[config.mk]
export PLATFORM = sky130hd
export DESIGN_NAME = base64_stream_encoder_core
export DESIGN_NICKNAME = d
export VERILOG_FILES = /design/src/rtl/b64enc_pkg.sv /design/src/rtl/b64enc_front.sv /design/src/rtl/b64enc_queue.sv /design/src/rtl/b64enc_back.sv /design/src/rtl/base64_stream_encoder_core.sv
export VERILOG_INCLUDE_DIRS = /design/src /design/src/rtl
export SDC_FILE = /design/constraint.sdc
export NUM_CORES = 1
export LEC_CHECK = 0
export BUFFER_PORTS_ARGS = -buffer_cell sky130_fd_sc_hd__buf_4
export CAP_MARGIN = 20
export CELL_PAD_IN_SITES_DETAIL_PLACEMENT = 1
export CELL_PAD_IN_SITES_GLOBAL_PLACEMENT = 1
export CORE_MARGIN = 5
export CORE_UTILIZATION = 58
export CTS_BUF_LIST = sky130_fd_sc_hd__clkbuf_2
export CTS_CLUSTER_DIAMETER = 120
export DETAILED_ROUTE_END_ITERATION = 6
export GPL_TIMING_DRIVEN = 0
export PLACE_DENSITY_LB_ADDON = 0.25
export SLEW_MARGIN = 10
export SYNTH_ARGS = -nofsm -noshare
export SYNTH_HDL_FRONTEND = slang
export SYNTH_SLANG_ARGS = --single-unit
export TNS_END_PERCENT = 50
[constraint.sdc]
create_clock -name clk -period 5.45 [get_ports clk]
set_input_delay 1.09 -clock clk [delete_from_list [all_inputs] [get_ports clk]]
set_output_delay 1.09 -clock clk [all_outputs]
set_load 0.02 [all_outputs]
[src/rtl/base64_stream_encoder_core_macros.svh]
// Assertion macros used by the encoder back end (b64enc_back).
`ifndef BASE64_STREAM_ENCODER_CORE_MACROS_SVH
`define BASE64_STREAM_ENCODER_CORE_MACROS_SVH

// Same-cycle implication, disabled during reset.
`define B64_ASSERT_IMP(lbl, ck, rn, ante, cons, msg) \
  lbl: assert property (@(posedge ck) disable iff (!rn) (ante) |-> (cons)) else $error(msg);

// Next-cycle implication, disabled during reset.
`define B64_ASSERT_NXT(lbl, ck, rn, ante, cons, msg) \
  lbl: assert property (@(posedge ck) disable iff (!rn) (ante) |=> (cons)) else $error(msg);

`endif

[src/rtl/b64enc_pkg.sv]
package b64enc_pkg;

  localparam int unsigned GRP_W = 24;

  localparam logic [7:0] CH_PAD  = 8'h3D;
  localparam logic [7:0] CH_PLUS = 8'h2B;
  localparam logic [7:0] CH_SLSH = 8'h2F;

  typedef struct packed {
    logic [GRP_W-1:0] bits;
    logic [1:0]       pads;
    logic             last;
  } grp_t;

  typedef struct packed {
    logic full;
    logic empty;
  } q_stat_t;

  function automatic logic [7:0] b64_char(input logic [5:0] v);
    logic [7:0] w;
    logic [7:0] c;
    w = {2'b00, v};
    if (v < 6'd26) begin
      c = w + 8'h41;
    end else if (v < 6'd52) begin
      c = w + 8'd71;
    end else if (v < 6'd62) begin
      c = w - 8'd4;
    end else if (v == 6'd62) begin
      c = CH_PLUS;
    end else begin
      c = CH_SLSH;
    end
    return c;
  endfunction

endpackage

[src/rtl/b64enc_front.sv]
module b64enc_front
  import b64enc_pkg::*;
(
  input  logic       clk,
  input  logic       rst_n,
  input  logic       in_tvalid,
  output logic       in_tready,
  input  logic [7:0] in_tdata,   // [7:0] in_byte
  input  logic       in_tlast,   // is_last_byte
  input  q_stat_t    q_stat,
  output logic       push,
  output grp_t       push_grp
);

  logic [7:0] pend0_r, pend0_nxt;
  logic [7:0] pend1_r, pend1_nxt;
  logic [1:0] cnt_r, cnt_nxt;
  logic [1:0] cnt_eff;
  logic       acc;
  logic       done;

  assign in_tready = !q_stat.full;
  assign acc       = in_tvalid && in_tready;
  assign cnt_eff   = (cnt_r == 2'd3) ? 2'd2 : cnt_r;
  assign done      = in_tlast || (cnt_eff == 2'd2);
  assign push      = acc && done;

  always_comb begin
    push_grp.last = in_tlast;
    unique case (cnt_eff)
      2'd0: begin
        push_grp.bits = {in_tdata, 16'h0000};
        push_grp.pads = in_tlast ? 2'd2 : 2'd0;
      end
      2'd1: begin
        push_grp.bits = {pend0_r, in_tdata, 8'h00};
        push_grp.pads = in_tlast ? 2'd1 : 2'd0;
      end
      default: begin
        push_grp.bits = {pend0_r, pend1_r, in_tdata};
        push_grp.pads = 2'd0;
      end
    endcase
  end

  always_comb begin
    pend0_nxt = pend0_r;
    pend1_nxt = pend1_r;
    cnt_nxt   = cnt_r;
    if (acc) begin
      if (done) begin
        cnt_nxt = 2'd0;
      end else begin
        if (cnt_eff == 2'd0) begin
          pend0_nxt = in_tdata;
        end else begin
          pend1_nxt = in_tdata;
        end
        cnt_nxt = cnt_eff + 2'd1;
      end
    end
  end

  always_ff @(posedge clk) begin
    pend0_r <= pend0_nxt;
    pend1_r <= pend1_nxt;
    if (!rst_n) begin
      cnt_r <= 2'd0;
    end else begin
      cnt_r <= cnt_nxt;
    end
  end

endmodule

[src/rtl/b64enc_queue.sv]
module b64enc_queue
  import b64enc_pkg::*;
(
  input  logic    clk,
  input  logic    rst_n,
  input  logic    push,
  input  grp_t    push_grp,
  input  logic    pop,
  output grp_t    head,
  output q_stat_t q_stat
);

  grp_t       slot_r [2];
  logic       wp_r, wp_nxt;
  logic       rp_r, rp_nxt;
  logic [1:0] cnt_r, cnt_nxt;

  assign head         = slot_r[rp_r];
  assign q_stat.full  = (cnt_r == 2'd2);
  assign q_stat.empty = (cnt_r == 2'd0);

  always_comb begin
    wp_nxt  = push ? !wp_r : wp_r;
    rp_nxt  = pop ? !rp_r : rp_r;
    cnt_nxt = cnt_r + {1'b0, push} - {1'b0, pop};
  end

  always_ff @(posedge clk) begin
    if (push) begin
      slot_r[wp_r] <= push_grp;
    end
    if (!rst_n) begin
      wp_r  <= 1'b0;
      rp_r  <= 1'b0;
      cnt_r <= 2'd0;
    end else begin
      wp_r  <= wp_nxt;
      rp_r  <= rp_nxt;
      cnt_r <= cnt_nxt;
    end
  end

endmodule

[src/rtl/b64enc_back.sv]
`include "base64_stream_encoder_core_macros.svh"

module b64enc_back
  import b64enc_pkg::*;
(
  input  logic       clk,
  input  logic       rst_n,
  input  q_stat_t    q_stat,
  input  grp_t       head,
  output logic       pop,
  output logic       out_tvalid,
  input  logic       out_tready,
  output logic [7:0] out_tdata,  // [7:0] out_char
  output logic       out_tlast   // is_last_char
);

  grp_t       cur_r, cur_nxt;
  logic       busy_r, busy_nxt;
  logic [1:0] idx_r, idx_nxt;
  logic       ov_r, ov_nxt;
  logic [7:0] od_r, od_nxt;
  logic       ol_r, ol_nxt;
  logic       load;
  logic       fin;
  logic [5:0] sext;
  logic       pad_hit;

  assign out_tvalid = ov_r;
  assign out_tdata  = od_r;
  assign out_tlast  = ol_r;

  assign load = busy_r && (!ov_r || out_tready);
  assign fin  = load && (idx_r == 2'd3);
  assign pop  = !q_stat.empty && (!busy_r || fin);

  always_comb begin
    unique case (idx_r)
      2'd0:    sext = cur_r.bits[23:18];
      2'd1:    sext = cur_r.bits[17:12];
      2'd2:    sext = cur_r.bits[11:6];
      default: sext = cur_r.bits[5:0];
    endcase
    pad_hit = ((cur_r.pads == 2'd2) && idx_r[1]) ||
              ((cur_r.pads == 2'd1) && (idx_r == 2'd3));
  end

  always_comb begin
    cur_nxt  = cur_r;
    busy_nxt = busy_r;
    idx_nxt  = idx_r;
    ov_nxt   = ov_r;
    od_nxt   = od_r;
    ol_nxt   = ol_r;
    if (ov_r && out_tready) begin
      ov_nxt = 1'b0;
    end
    if (load) begin
      ov_nxt  = 1'b1;
      od_nxt  = pad_hit ? CH_PAD : b64_char(sext);
      ol_nxt  = cur_r.last && (idx_r == 2'd3);
      idx_nxt = idx_r + 2'd1;
      if (fin) begin
        busy_nxt = 1'b0;
      end
    end
    if (pop) begin
      cur_nxt  = head;
      busy_nxt = 1'b1;
      idx_nxt  = 2'd0;
    end
  end

  always_ff @(posedge clk) begin
    cur_r <= cur_nxt;
    od_r  <= od_nxt;
    ol_r  <= ol_nxt;
    if (!rst_n) begin
      busy_r <= 1'b0;
      idx_r  <= 2'd0;
      ov_r   <= 1'b0;
    end else begin
      busy_r <= busy_nxt;
      idx_r  <= idx_nxt;
      ov_r   <= ov_nxt;
    end
  end

  `B64_ASSERT_IMP(a_pop_idle, clk, rst_n, pop, !busy_r || fin, "group taken while busy")
  `B64_ASSERT_NXT(a_last_flag, clk, rst_n, fin && cur_r.last, out_tvalid && out_tlast, "last char not flagged")
  `B64_ASSERT_IMP(a_fell_busy, clk, rst_n, $fell(busy_r), $past(idx_r) == 2'd3, "group ended early")
  `B64_ASSERT_IMP(a_pad_tail, clk, rst_n, load && pad_hit, cur_r.last, "pad in mid-message group")

endmodule

[src/rtl/base64_stream_encoder_core.sv]
// Base64 stream encoder (standard alphabet, '=' padding).
// Input channel in_*: one raw byte per word in in_tdata[7:0]; in_tlast marks
//   the final byte of a message. A message must hold at least one byte.
// Output channel out_*: one ASCII character per word in out_tdata[7:0];
//   out_tlast marks the final character of the encoded message.
// Every third byte, and every final byte, closes a group that yields four
//   characters; a short final group is padded with one or two '='.
// The byte that closes a group is written into the group queue; the
//   serializer then loads the group and registers its first character.
// Throughput: the character serializer emits one word per cycle while
//   out_tready is high, four words per group; the input takes one
//   byte per cycle in bursts while the two-group queue has room.
// in_tready drops only while the group queue is full.
// A stall on out_tready holds the output register and backs up the queue,
//   then the input; nothing is dropped.
// Reset (rst_n low, synchronous) empties the queue and the serializer and
//   discards any partially collected group.
module base64_stream_encoder_core
  import b64enc_pkg::*;
(
  input  logic       clk,
  input  logic       rst_n,
  input  logic       in_tvalid,
  output logic       in_tready,
  input  logic [7:0] in_tdata,   // [7:0] in_byte
  input  logic       in_tlast,   // is_last_byte
  output logic       out_tvalid,
  input  logic       out_tready,
  output logic [7:0] out_tdata,  // [7:0] out_char
  output logic       out_tlast   // is_last_char
);

  q_stat_t q_stat;
  logic    push;
  grp_t    push_grp;
  logic    pop;
  grp_t    head;

  b64enc_front u_front (
    .clk       (clk),
    .rst_n     (rst_n),
    .in_tvalid (in_tvalid),
    .in_tready (in_tready),
    .in_tdata  (in_tdata),
    .in_tlast  (in_tlast),
    .q_stat    (q_stat),
    .push      (push),
    .push_grp  (push_grp)
  );

  b64enc_queue u_queue (
    .clk      (clk),
    .rst_n    (rst_n),
    .push     (push),
    .push_grp (push_grp),
    .pop      (pop),
    .head     (head),
    .q_stat   (q_stat)
  );

  b64enc_back u_back (
    .clk        (clk),
    .rst_n      (rst_n),
    .q_stat     (q_stat),
    .head       (head),
    .pop        (pop),
    .out_tvalid (out_tvalid),
    .out_tready (out_tready),
    .out_tdata  (out_tdata),
    .out_tlast  (out_tlast)
  );

endmodule

==> impl_metrics.py, run 1 <==
metrics = {
    "outcome": {
        "outcome": "finished clean",
    },
    "clock_tree": {
        "post_cts_buffers": 0,
        "cts_root_buffer": "clkbuf_2",
        "cts_max_path_buffers": 2,
        "cts_hold_buf": 0,
        "path_clk_slew_ns": 0.19,
        "clock_sink_count": 116,
        "cts_tree": "yes",
        "clock_latency_ns": 0.65,
        "cts_resized": 0,
        "numCtsBuffers": 17,
        "ctsHtreeMaxLevel": 4,
    },
    "critical_path": {
        "r2r_slack_ns": 2.40,
        "end_kind": "register",
        "critPathRequiredTime_ns": 6.06,
        "critPathLaunch": "u_back.idx_r[1]",
        "critPathKind": "register to register",
        "cp.arrival_ns": 3.67,
        "startpoint_type": "register",
        "reg2reg_from": "u_back.idx_r[1]",
        "path_max_fanout": 11,
    },
    "sta": {
        "clock_skew_ns": 0.0295,
        "max_clock_freq_mhz": 327,
        "maxSlewViolCount": 0,
        "hold_viol": 0,
        "worstMarginPinSlew_ns": 0.797,
        "maxSlewHeadroom": 0.466,
        "setup_viol": 0,
        "rsz0062_at_grt": "no",
        "min_period_ns": 3.05,
        "fin_crit_sh": 0.561,
        "tns_ns": 0,
    },
    "layout": {
        "drive_gt1_frac": 0.305,
        "n_antenna_cell": 0,
        "nets": 373,
        "area_growth_pct": 14.8,
        "utilization": 0.676,
        "stdcell_count": 469,
    },
    "floorplan": {
        "boundaryPins": 24,
        "coreArea_um2": 8130,
        "placementRows": 33,
        "dieArea_um2": 10200,
        "start_util": 0.589,
        "dieHeight_um": 101,
        "die-width_um": 101,
    },
    "grt": {
        "grt_use_met1": 0.260,
        "antenna_found_initial": 0,
        "grt_start_max_net_pins": 20,
        "gr-usage-all-layers": 0.217,
        "grt_first_pass_wirelength_um": 15900,
        "grt_overflow": 0,
        "use_met3": 0.0561,
        "grt_pass1_vias": 2925,
        "grt_busiest_layer": "met2",
        "met2_usage": 0.376,
    },
    "power_and_ir_drop": {
        "power_density_nw_per_um2": 510,
        "power.leakage_nw": 1.98,
        "power_mw": 2.80,
        "vdd_ir_drop_max_v": 0.000216,
    },
    "place": {
        "numPortBuffers": 23,
        "post-place-cells": 437,
        "post-dp-hpwl_um": 7120,
        "gp_routability_congestion": 0.798,
    },
    "hold_path": {
        "hold_path.startpoint": "u_back.busy_r",
        "hold_path.class": "register to register",
    },
    "detailed_routing": {
        "drcViolationCount": 0,
        "avgViaCountPerCell": 5.78,
        "initialDrtViolationCount": 131,
        "postRouteAntennaNets": 0,
        "num_vias": 2710,
        "wl_um": 10000,
        "drt_first_pass_iters": 4,
        "post_drt_wl_per_cell_um": 21.3,
    },
    "synth": {
        "synthFlopType": "edfxtp_1",
        "synth.avg_cell_area_um2": 15.9,
        "synth_edf_count": 106,
        "synthArstFlopShare": 0,
        "synth.largest_area_cell": "edfxtp_1",
        "synth_cells": 302,
        "ys_seq_elements": 116,
        "ys_seq_area_frac": 0.706,
        "synth_top_cell_area_share": 0.665,
        "synth.area.top_cells": "edfxtp_1, mux2_2, dfxtp_1",
        "yosys_warnings": 0,
        "synth_fp_nets": 324,
        "synth.distinct_cells": 43,
        "synth.cell_area_um2": 4790,
    },
    "job": {
        "max_cap_viol_count": 0,
    },
}
[logic make-up (layout without fill, tap and decap cells)]
logic type | count (synthesis) | in the layout | synth area share
buffers and inverters | 24 | 86 | 0.0191
other | 1 | 1 | 0.000783
flip-flops | 116 | 116 | 0.706
AO/OA/AOI/OAI | 46 | 46 | 0.0713
AND/OR/NAND/NOR | 58 | 58 | 0.0679
XOR/XNOR | 5 | 5 | 0.00914
adder cells (fa/ha/maj) | 9 | 9 | 0.0235
multiplexers | 43 | 43 | 0.102
[power breakdown]
part / internal, mW / switching [mW] / leakage (nW)
Sequential: 1.19 / 0.0635 / 1.08
Combinational: 0.361 / 0.521 / 0.723
Clock: 0.314 / 0.350 / 0.171
[cells in the final DEF, fill, tap and decap left out, types with 8 or more instances in the layout]
| cell type | count |
|---|---|
| edfxtp_1 | 106 |
| mux2_2 | 39 |
| buf_4 | 24 |
| clkbuf_2 | 17 |
| inv_1 | 16 |
| and2_1 | 16 |
| dfxtp_1 | 10 |
| a21oi_1 | 9 |
| ha_1 | 9 |
| nand2_1 | 8 |
| a22o_1 | 8 |
[layer usage]
metal	wire length [um]	up-vias
li1	-	1262
met1	4220	1374
met2	5310	60
met3	318	14
met4	158	0
met5	0	-
[final timing paths]
| kind | end | cells past startpoint |
|---|---|---|
| worst max register to register | u_queue.cnt_r[1] | 11 |
| worst min register to register | u_back.out_tvalid | 2 |
| worst max-delay path | u_queue.cnt_r[1] | 11 |
| worst min-delay path | u_back.out_tvalid | 2 |
[state kept, by name, summed over array words and instances, names as in the netlist]
signal	count
u_queue.slot_r	54
u_queue.cnt_r	2
u_back.out_tlast	1
u_front.cnt_r	2
u_front.pend0_r	8
u_back.cur_r	27
u_back.out_tvalid	1
u_queue.rp_r	1
u_back.busy_r	1
u_front.pend1_r	8
u_back.idx_r	2
u_back.out_tdata	8
u_queue.wp_r	1
[metrics by stage]
step | cell area, um2 | worst slack [ns] | hold slack, ns
5_1_grt | 5500 | 2.23 | 0.525
4_1_cts | 5500 | 2.39 | 0.518
2_1_floorplan | 4790 | 1.81 | 0.456
3_5_place_dp | 5200 | 2.42 | 0.492
6_report | 5500 | 2.40 | 0.517
3_3_place_gp | 5090 | 0.674 | 0.468
[synth_stat cells (2+ instances only)]
master and count:
a211oi_1 2, o21ai_0 7, o211ai_1 2, inv_1 16
a31oi_1 2, a21oi_1 9, nor3_1 6, mux2i_1 2
and2_1 16, xnor2_1 4, edfxtp_1 106, clkbuf_1 7
nor2b_1 4, dfxtp_1 10, a222oi_1 6, nor2_1 7
nand3b_1 3, a22o_1 8, nor4_1 2, ha_1 9
nand2_1 8, nand2b_1 3, and2_2 2, nand3_1 2
o21a_1 3, mux2_2 39
[critical path, cell delays in order, from the launching register on]
cell and delay [ns]:
dfxtp_1 0.46, ha_1 0.17, buf_2 0.21, clkbuf_1 0.38, a21oi_1 0.21, nor2_2 0.57
ha_1 0.34, inv_1 0.06, ha_1 0.17, xnor2_1 0.14, xnor2_1 0.15, and2_1 0.16
[final cells by class]
type	count	area, um2
inverters	16	60.1
plain buffers	8	31.3
clock inverters	15	215
fillers	746	2640
repair buffers	30	262
well taps	105	131
clock buffers	17	85.1
flip-flops and latches	116	3380
multi-input cells	162	1330
(Power assumes the default switching activity.)
==> run 2, diff against run 1 <==
--- a/config.mk
+++ b/config.mk
@@ -6,12 +6,13 @@
 export SDC_FILE = /design/constraint.sdc
 export NUM_CORES = 1
 export LEC_CHECK = 0
+export ABC_AREA = 1
 export BUFFER_PORTS_ARGS = -buffer_cell sky130_fd_sc_hd__buf_4
 export CAP_MARGIN = 20
 export CELL_PAD_IN_SITES_DETAIL_PLACEMENT = 1
 export CELL_PAD_IN_SITES_GLOBAL_PLACEMENT = 1
 export CORE_MARGIN = 5
-export CORE_UTILIZATION = 58
+export CORE_UTILIZATION = 46
 export CTS_BUF_LIST = sky130_fd_sc_hd__clkbuf_2
 export CTS_CLUSTER_DIAMETER = 120
 export DETAILED_ROUTE_END_ITERATION = 6
==> constraint.sdc (replaced) <==
create_clock -name clk -period 2.8 [get_ports clk]
set_input_delay 0.56 -clock clk [delete_from_list [all_inputs] [get_ports clk]]
set_output_delay 0.56 -clock clk [all_outputs]
set_load 0.02 [all_outputs]
==> impl_metrics.py, run 2 <==
metrics = {
    "synth": {
        "synth.largest_area_cell": "edfxtp_1",
        "synth.cell_area_um2": 4920,
        "synth.avg_cell_area_um2": 11.1,
        "ys_seq_elements": 116,
        "synth_edf_count": 106,
        "ys_top_cells_by_count": "nand2_1, edfxtp_1, inv_1, nor2_1, o21ai_0",
        "synthArstFlopShare": 0,
        "ys_seq_area_frac": 0.687,
        "synth_fp_nets": 464,
        "synth_top_cell_area_share": 0.647,
        "yosys_warnings": 0,
        "yosysMostFrequentCell": "nand2_1",
        "synth_cells": 442,
        "synthFlopType": "edfxtp_1",
        "synth.distinct_cells": 34,
        "synth.area.top_cells": "edfxtp_1, nand2_1, dfxtp_1",
    },
    "floorplan": {
        "placementRows": 37,
        "die-width_um": 113,
        "boundaryPins": 24,
        "dieArea_um2": 12900,
        "dieHeight_um": 113,
        "coreArea_um2": 10400,
        "start_util": 0.475,
    },
    "clock_tree": {
        "cts_root_buffer": "clkbuf_2",
        "cts_tree": "yes",
        "clock_latency_ns": 0.63,
        "post_cts_buffers": 0,
        "numCtsBuffers": 17,
        "clock_sink_count": 116,
        "path_clk_slew_ns": 0.15,
        "ctsHtreeMaxLevel": 4,
        "cts_max_path_buffers": 2,
        "cts_resized": 0,
        "cts_hold_buf": 0,
    },
    "outcome": {
        "outcome": "finished clean",
    },
    "detailed_routing": {
        "initialDrtViolationCount": 137,
        "post_drt_wl_per_cell_um": 15.1,
        "drcViolationCount": 0,
        "num_vias": 3081,
        "postRouteAntennaNets": 0,
        "avgViaCountPerCell": 4.83,
        "wl_um": 9640,
        "drt_first_pass_iters": 4,
    },
    "layout": {
        "top_register": "u_queue.slot_r",
        "fillers": 1138,
        "largest_reg_flops": 54,
        "nets": 511,
        "n_antenna_cell": 0,
        "mostFrequentLayoutCell": "nand2_1",
        "final_area_um2": 5560,
        "area_growth_pct": 13.0,
        "final_cell_mix": "nand2_1, edfxtp_1, inv_1",
        "drive_gt1_frac": 0.167,
        "largestRegisters": "u_queue.slot_r x54, u_back.cur_r x27",
        "utilization": 0.536,
    },
    "place": {
        "gp_routability_congestion": 0.747,
        "dpl_cell_area_um2": 5300,
        "post-dp-hpwl_um": 7370,
        "numPortBuffers": 23,
    },
    "sta": {
        "maxSlewHeadroom": 0.466,
        "clock_skew_ns": 0.0341,
        "worstMarginPinSlew_ns": 0.799,
        "min_period_ns": 2.50,
        "fin_crit_sh": 0.893,
        "maxSlewViolCount": 0,
        "hold_viol": 0,
        "rsz0062_at_grt": "no",
        "max_clock_freq_mhz": 400,
        "setup_viol": 0,
    },
    "critical_path": {
        "reg2reg_from": "u_back.idx_r[1]",
        "startpoint_type": "register",
        "reg2reg_to": "u_queue.cnt_r[1]",
        "crit_path_end": "u_queue.cnt_r[1]",
        "r2r_cells": 9,
        "critPathKind": "register to register",
        "critPathRequiredTime_ns": 3.36,
        "critPathLaunch": "u_back.idx_r[1]",
        "path_max_fanout": 31,
        "end_kind": "register",
        "r2r_slack_ns": 0.30,
        "cp.arrival_ns": 3.06,
    },
    "job": {
        "max_cap_viol_count": 0,
    },
    "grt": {
        "grt_overflow": 0,
        "grt_pass1_vias": 3293,
        "grt_start_max_net_pins": 32,
        "antenna_found_initial": 0,
        "grt_first_pass_wirelength_um": 16000,
        "gr-usage-all-layers": 0.164,
    },
    "power_and_ir_drop": {
        "power.leakage_nw": 2.34,
        "power_density_nw_per_um2": 988,
        "vdd_ir_drop_max_v": 0.000376,
    },
    "hold_path": {
        "hold_depth": 1,
        "hold_path.class": "input pin to register",
    },
}
-- run 2: critical path, stage by stage (launching register included) --
cell and delay [ns]:
dfxtp_1 0.44, ha_1 0.26, a21oi_1 0.15, nor2_4 0.62
ha_1 0.35, inv_1 0.06, ha_1 0.17, xor2_1 0.19
o21ai_0 0.10, a21oi_1 0.11
-- run 2: logic make-up after synthesis --
family,share of synthesized area
and+or+nand+nor,0.190
DFF,0.687
buffers and inverters,0.0381
AOI/OAI and AO/OA,0.0572
adders and majority gates,0.0229
xor gates and xnor gates,0.00356
other,0.000762
-- run 2: routing by layer --
layer | up-vias | GRT usage | part of all wire
met5 | - | 0 | 0
met4 | 0 | 0.0505 | 0.011
met3 | 9 | 0.0546 | 0.033
met2 | 44 | 0.298 | 0.53
met1 | 1466 | 0.182 | 0.42
li1 | 1562 | - | -
-- run 2: how the worst min path moves through the flow --
stage | to | slack [ns] | startpoint
2_1_floorplan | u_queue.cnt_r[1] | 0.44 | u_queue.cnt_r[1]
3_3_place_gp | u_queue.cnt_r[1] | 0.46 | u_queue.cnt_r[1]
3_5_place_dp | u_queue.cnt_r[1] | 0.47 | u_queue.cnt_r[1]
4_1_cts | u_front.pend1_r[1] | 0.04 | in_tdata[1]
5_1_grt | u_front.pend0_r[0] | 0.0007 | in_tdata[0]
6_report | u_front.pend0_r[0] | 0.12 | in_tdata[0]
-- run 2: power breakdown --
part	total (mW)	internal (mW)	switching [mW]
Sequential	2.53	2.42	0.113
Clock	1.07	0.520	0.552
Combinational	1.89	0.594	1.30
Total	5.49	3.53	1.96
-- run 2: through the flow --
stage               total power [mW]  cells  setup WS, ns  hold slack (ns)  TNS, ns
floorplan                       3.91    442         0.269            0.444        0
CTS                             5.58    635         0.243           0.0377        0
finish                          5.49    638         0.300            0.123        0
global placement                4.38    601        -0.466            0.455   -24.56
detailed placement              4.50    603         0.218            0.466        0
global route                    5.94    638        0.0445         0.000741        0
-- run 2: cell type report --
| cell class | instances | area [um2] | area share |
|---|---|---|---|
| sequential | 116 | 3380 | 0.608 |
| buffer | 9 | 41.3 | 0.00743 |
| multi-input combinational | 278 | 1370 | 0.247 |
| clock inverter | 7 | 108 | 0.0194 |
| tap | 136 | 170 | 0.0306 |
| clock buffer | 25 | 125 | 0.0225 |
| inverter | 39 | 146 | 0.0263 |
| timing repair buffer | 28 | 213 | 0.0383 |
